## config.mk

```make
export PLATFORM = sky130hd
export DESIGN_NAME = bpc_temp
export DESIGN_NICKNAME = d
export VERILOG_FILES = /design/src/rtl/bpc_pkg.sv /design/src/rtl/bpc_temp.sv
export SDC_FILE = /design/constraint.sdc
export NUM_CORES = 2
export LEC_CHECK = 0
export BUFFER_PORTS_ARGS = -buffer_cell sky130_fd_sc_hd__clkbuf_2
export CORE_ASPECT_RATIO = 1.2
export CORE_UTILIZATION = 55
export CTS_BUF_LIST = sky130_fd_sc_hd__clkbuf_4 sky130_fd_sc_hd__clkbuf_8
export DETAILED_ROUTE_END_ITERATION = 10
export PLACE_DENSITY = 0.77
export SYNTH_ARGS = -nofsm -noshare
export SYNTH_HDL_FRONTEND = slang
export SYNTH_SLANG_ARGS = --single-unit
```

## constraint.sdc

```tcl
create_clock -name clk -period 6 [get_ports clk]
set_input_delay 1.2 -clock clk [delete_from_list [all_inputs] [get_ports clk]]
set_output_delay 1.2 -clock clk [all_outputs]
set_load 0.1 [all_outputs]
```

## src/rtl/bpc_pkg.sv

```systemverilog
// Shared types and constants for the barometer pressure compensation block.
// No dependencies; every other file imports this package.
package bpc_pkg;

	localparam int AdcW   = 20;
	localparam int TfW    = 32;
	localparam int PressW = 32;
	localparam int AddrW  = 5;
	localparam int DataW  = 64;
	localparam int DivN   = 64;
	localparam int MagW   = 31;

	localparam logic signed [33:0] TfOffset = 34'sd128000;
	localparam logic [20:0] PressFull = 21'd1048576;
	localparam logic [11:0] PressScale = 12'd3125;
	localparam logic [63:0] Var1Bias = 64'h0000_8000_0000_0000;

	typedef enum logic [1:0] {
		REG_CAL_TEMP = 2'd0,
		REG_CAL_PA   = 2'd1,
		REG_CAL_PB   = 2'd2,
		REG_CAL_PC   = 2'd3
	} reg_idx_t;

	typedef struct packed {
		logic [15:0]        t1;
		logic signed [15:0] t2;
		logic signed [15:0] t3;
		logic [15:0]        p1;
		logic signed [15:0] p2;
		logic signed [15:0] p3;
		logic signed [15:0] p4;
		logic signed [15:0] p5;
		logic signed [15:0] p6;
		logic signed [15:0] p7;
		logic signed [15:0] p8;
		logic signed [15:0] p9;
	} cal_t;

	typedef struct packed {
		logic signed [TfW-1:0] tf;
		logic [AdcW-1:0]       adc_p;
	} tmp_res_t;

	typedef struct packed {
		logic [63:0]           num;
		logic signed [31:0]    den;
		logic signed [TfW-1:0] tf;
		logic                  dz;
	} var_res_t;

	typedef struct packed {
		logic [63:0]           quot;
		logic                  neg;
		logic signed [TfW-1:0] tf;
		logic                  dz;
	} div_res_t;

	typedef struct packed {
		logic [PressW-1:0]     pressure;
		logic signed [TfW-1:0] tf;
		logic                  dz;
	} out_res_t;

endpackage

```

## src/rtl/bpc_temp.sv

```systemverilog
// Temperature compensation pipeline: three stages producing the fine temperature.
// Depends on bpc_pkg.
module bpc_temp (
	input  logic                clk,
	input  logic                arst_n,
	input  logic                en,
	input  logic                in_valid,
	input  logic [bpc_pkg::AdcW-1:0] adc_p,
	input  logic [bpc_pkg::AdcW-1:0] adc_t,
	input  bpc_pkg::cal_t       cal,
	output logic                out_valid,
	output bpc_pkg::tmp_res_t   out
);
	import bpc_pkg::*;

	logic signed [18:0] a_c;
	logic signed [17:0] d_c;
	logic signed [34:0] pa_c;
	logic signed [35:0] dd_c;
	logic signed [31:0] sq_c;
	logic signed [47:0] p3_c;

	logic              v_s1, v_s2, v_s3;
	logic [31:0]       pa_s1, dd_s1;
	logic [AdcW-1:0]   ap_s1, ap_s2, ap_s3;
	logic signed [31:0] tv1_s2, p3_s2, tf_s3;

	assign a_c  = $signed({2'b00, adc_t[19:3]}) - $signed({2'b00, cal.t1, 1'b0});
	assign d_c  = $signed({2'b00, adc_t[19:4]}) - $signed({2'b00, cal.t1});
	assign pa_c = a_c * $signed(cal.t2);
	assign dd_c = d_c * d_c;
	assign sq_c = $signed(dd_s1) >>> 12;
	assign p3_c = sq_c * $signed(cal.t3);

	always_ff @(posedge clk or negedge arst_n) begin
		if (!arst_n) begin
			v_s1 <= 1'b0;
			v_s2 <= 1'b0;
			v_s3 <= 1'b0;
		end else if (en) begin
			v_s1 <= in_valid;
			v_s2 <= v_s1;
			v_s3 <= v_s2;
		end
	end

	always_ff @(posedge clk) begin
		if (en) begin
			pa_s1  <= pa_c[31:0];
			dd_s1  <= dd_c[31:0];
			ap_s1  <= adc_p;
			tv1_s2 <= $signed(pa_s1) >>> 11;
			p3_s2  <= p3_c[31:0];
			ap_s2  <= ap_s1;
			tf_s3  <= tv1_s2 + ($signed(p3_s2) >>> 14);
			ap_s3  <= ap_s2;
		end
	end

	assign out_valid = v_s3;
	assign out.tf    = tf_s3;
	assign out.adc_p = ap_s3;
endmodule

```

== After elaboration in Yosys (flattened, before gate mapping) ==
Cells that the tools add are included.

* Flip-flop bits (word level): 212
* Input port bits: 236
* Logic and storage cells: 17

* $add $sub $neg: 3
* $mul: 3

{| class="wikitable"
|+ Operators with widths
! kind !! count
|-
| 17-bit by 17-bit multiplier with 32-bit output || 1
|-
| 18-bit by 16-bit multiplier with 32-bit output || 1
|-
| 20-bit by 16-bit multiplier with 32-bit output || 1
|-
| 21-bit by 18-bit adder with 22-bit output || 1
|-
| 17-bit by 17-bit subtractor with 18-bit output || 1
|-
| 16-bit by 16-bit subtractor with 17-bit output || 1
|}

== Longest topological paths before layout ==
* Depth in word-level cells: 2
* Mapped depth: 35
* Depth with buffers taken out: 34

== Worst setup path before layout ==
OpenSTA, ideal clock, no wires.

* Path kind: input to register
* From: input cal[177] (netlist name)
* To: register dd_s1[30], data pin
* Stages: 31
* Setup slack: -3.094 ns
* Path buffers: 2
* Data arrival time: 8.835 ns
* Cell sequence: inv_1 -> ha_1 -> nor2b_1 -> o31a_1 -> or4_1 -> a41o_1 -> a211o_1 -> nand2_1 -> xnor2_1 -> clkbuf_1 -> clkbuf_1 -> nand2_1 -> fa_1 -> fa_1 -> fa_1 -> inv_1 -> fa_1 -> fa_1 -> inv_1 -> fa_1 -> inv_1 -> ha_1 -> a21o_1 -> a21o_1 -> a221oi_1 -> o21ai_0 -> o21a_1 -> a41oi_1 -> o21bai_1 -> a41oi_1 -> xnor2_1

* Cells in the longest elaborated chain, start to end: 2

{| class="wikitable"
|+ RTL lines
! element !! RTL line !! text
|-
| start: declaration || bpc_temp.sv:10 || <nowiki>input bpc_pkg::cal_t cal,</nowiki>
|-
| 16-bit by 16-bit subtractor with 17-bit output || bpc_temp.sv:29 || <nowiki>assign d_c = $signed({2'b00, adc_t[19:4]}) - $signed({2'b00, cal.t1});</nowiki>
|-
| 17-bit by 17-bit multiplier with 32-bit output || bpc_temp.sv:31 || <nowiki>assign dd_c = d_c * d_c;</nowiki>
|-
| net dd_c[30] || bpc_temp.sv:19 || <nowiki>logic signed [35:0] dd_c;</nowiki>
|-
| end signal: assignment || bpc_temp.sv:50 || <nowiki>dd_s1 <= dd_c[31:0];</nowiki>
|-
| end: declaration || bpc_temp.sv:24 || <nowiki>logic [31:0] pa_s1, dd_s1;</nowiki>
|}

The timed path passes the listed nets, and every way through them passes these cells.
A chain may end at the register's enable or synchronous reset.

== Final worst setup path ==
* From: input adc_t[5] (netlist name)
* To: register dd_s1[27], data pin

* Cells in the longest elaborated chain, start to end: 2

{| class="wikitable"
|+ RTL lines
! element !! RTL line !! text
|-
| start: declaration || bpc_temp.sv:9 || <nowiki>input logic [bpc_pkg::AdcW-1:0] adc_t,</nowiki>
|-
| 16-bit by 16-bit subtractor with 17-bit output || bpc_temp.sv:29 ||
|-
| 17-bit by 17-bit multiplier with 32-bit output || bpc_temp.sv:31 ||
|-
| net dd_c[27] || bpc_temp.sv:19 ||
|}

The timed path passes the listed nets, and every way through them passes these cells.

==> out/qor.txt <==
Final net count = 5,548
GRT Total Usage = 0.2831
Initial antenna violation count = 1
Mapped Nets = 4,973
Die ar. = 66,170 µm²
TritonCTS clock tree = yes
Port-buffer cells = 141
First-pass GRT wire length = 146.9 mm
Die span in x = 235.0 µm
Mean Syn Cell Area = 9.832 µm²
Vias in the first global route = 29,760
Most used DFF post-synth = edfxtp_1
Hold Crit Class = reg -> reg
Root buf cell = clkbuf_8
Post-Route WL = 90.23 mm
DRT antenna net count = 0
CTS hold repair buffers = 0
Period utilization = 1.397
Wire per inst = 17.81 µm
Largest net degree at the start of global routing = 125
Max Clock Skew = 39.27 ps
Max-slew violations = 0
Final setup margin = -2381 ps
Commonest non-fill, non-tap cells in the layout = inv_1 (970), fa_1 (804), buf_4 (499)
Post-synthesis adder-cell area fraction = 0.5527
Worst Path Arrival = 8660 ps
Ports = 289
Via density = 5.268
Synthesized flop and latch total = 165
FP Rows = 102
Die H = 281.6 µm
Slew @ Worst Pin = 1144 ps
Post-synthesis instance total = 3,644
Hpwl dp = 74.47 mm
Clk Latency, worst-skew pair = 530 ps
Critical path startpoint category = input port
Vias = 26,680
Warnings, synthesis = 0
Number of synthesized flops with an enable pin = 162
Clk buf depth = 2
CP endpoint kind = flip-flop
Final Hold Fails = 0
DRT Pass-1 Iters = 10
Crit-path max cell delay = 550 ps
Register area share after synthesis = 0.1379
Multiplexer share of the synthesized area = 0.0009429
Max Fclk = 119.3 MHz
Max_cap viols = 0
Async S/R FF share, synth = 0.01818
Most common cell after layout, fill and taps aside = inv_1
Syn-to-layout area delta = 21.41%
Final setup viols = 51
Critical path's most frequent cell = fa_1
CP max stage cell = fa_2
CTS H-tree depth = 4
Clock slew at the register clock pins of the worst setup and hold paths = 150 ps
Hold slack final = 406.7 ps
Max Fanout on Critical Path = 4
DR DRC count = 1
Status = finished with violations
Fin crit period = 8381 ps
Grt ovf = 0
Synthesized area = 35,830 µm²
WP data required = 6280 ps
Area of the core = 64,450 µm²
Post-synthesis xor/xnor area fraction = 0.03192
GPL Wtd Cong = 0.9425
Post-synthesis compound-gate area fraction = 0.03541
Post-synth cell types = 58
Synth Area in Simple Gates = 0.1216
Initial Util = 0.5559
RSZ-0062 raised after global routing = true
Clk sink count = 165
Max_slew headroom = 0.2371
Fillers = 4,640
Main combinational cell family by area after synthesis = adder cells
Cts bufs inserted = 17
Initial drt markers = 1,745
Kind of critical path = in -> reg
Share of layout cells above drive strength 1 = 0.2292
Violations in the final reports = DRC, setup timing
==> per-stage QoR <==
stage	cells	worst slack (ps)	instance area, µm²	utilization	TNS, ps
detailed placement	4985	-3017	41460	0.6433	-118940
global placement	4985	-2795	41460	0.6433	-111040
floorplan	3644	-2522	36570	-	-84310
CTS	5050	-2220	43020	0.6675	-80130
finish	5065	-2381	43500	0.6750	-86890
global route	5065	-2587	43500	0.6750	-96250
==> flip-flops by register name, summed over array words and instances (netlist names) <==
| register | cells |
|---|---|
| ap_s1 | 20 |
| ap_s2 | 20 |
| tv1_s2 | 21 |
| tf_s3 | 22 |
| ap_s3 | 20 |
| dd_s1 | 20 |
| pa_s1 | 21 |
| v_s2 | 1 |
| out_valid | 1 |
| v_s1 | 1 |
| p3_s2 | 18 |
==> worst paths after layout <==
| path | cells past startpoint | from | end | slack (ps) |
|---|---|---|---|---|
| worst max-delay path | 32 | adc_t[5] | dd_s1[27] | -2380 |
| worst min-delay path | 0 | pa_s1[15] | tv1_s2[4] | 410 |
| worst max register to register | 18 | dd_s1[19] | p3_s2[31] | -700 |
| worst min register to register | 0 | pa_s1[15] | tv1_s2[4] | 410 |
| max in group asynchronous | 1 | arst_n | v_s1 | 5410 |
| min in group asynchronous | 1 | arst_n | out_valid | 470 |
==> layout make-up <==
cell class / count / area, µm² / share of cell area
Multi-Input combinational cell: 2348 / 28040 / 0.6445
Timing Repair Buffer: 687 / 5253 / 0.1207
Sequential cell: 165 / 4940 / 0.1136
Inverter: 1000 / 3777 / 0.08683
Tap cell: 832 / 1041 / 0.02393
Clock buffer: 17 / 234.0 / 0.005379
Clock inverter: 15 / 217.7 / 0.005005
Antenna cell: 1 / 2.502 / 0.00005752
==> kinds of logic (layout without fill, tap and decap cells) <==
family | after synthesis | after routing
DFF | 165 | 165
xor gates and xnor gates | 129 | 129
other | 0 | 1
AOI/OAI and AO/OA | 188 | 188
and+or+nand+nor | 935 | 935
adders and majority gates | 1093 | 1093
buffers and inverters | 1131 | 1719
muxes | 3 | 3
==> metal layers <==
layer  track usage  routed length (µm)  share of wire  up-vias
li1              -                   -              -    11780
met1        0.3156               31310           0.35    13550
met2        0.5230               48020           0.53      999
met3       0.03407                4856          0.054      363
met4        0.1643                6041          0.067        0
met5             0                   0              0        -
==> worst max-delay path, delay by kind of cell <==
family | cells | cell delay (ps)
compound gates | 11 | 2490
xor+xnor | 2 | 400
buf+inv | 8 | 810
fa+ha+maj | 8 | 3090
simple gates | 3 | 670
==> cell usage after synthesis, types with 3 or more instances <==
cell	count	share of area
clkbuf_1	115	0.012
a41oi_1	3	0.00073
nor2_1	117	0.012
o31ai_1	6	0.0013
nand4_1	5	0.00087
nor4_1	3	0.00052
nand2_1	469	0.049
buf_4	10	0.0021
a31oi_1	8	0.0014
mux2_2	3	0.00094
nor3_1	19	0.0027
or3_1	5	0.00087
o21a_1	23	0.0048
o21bai_1	7	0.0015
a21oi_1	40	0.0056
buf_1	6	0.00063
o31a_1	4	0.00098
xor2_1	30	0.0073
edfxtp_1	162	0.14
fa_1	816	0.46
clkinv_1	4	0.00042
nor2b_1	28	0.0049
a21o_1	31	0.0065
o211ai_1	8	0.0017
nand3_1	19	0.0027
inv_1	995	0.10
nand2b_1	34	0.0059
and2_1	216	0.038
a211oi_1	7	0.0015
and3_1	8	0.0014
or2_2	3	0.00052
o21ai_0	30	0.0042
dfrtp_1	3	0.0021
a21boi_0	4	0.00084
ha_1	277	0.097
xnor2_1	98	0.024
a211o_1	3	0.00073
==> repair_timing <==
item                       CTS  global route
buffers inserted            37            18
gates resized for setup    174            99
setup endpoints to repair   52            54
cloned                       0             0
pin swaps                   95            44
Power is not shown: default switching activity piles up to over one toggle a cycle in this logic, so the estimate is an artifact.
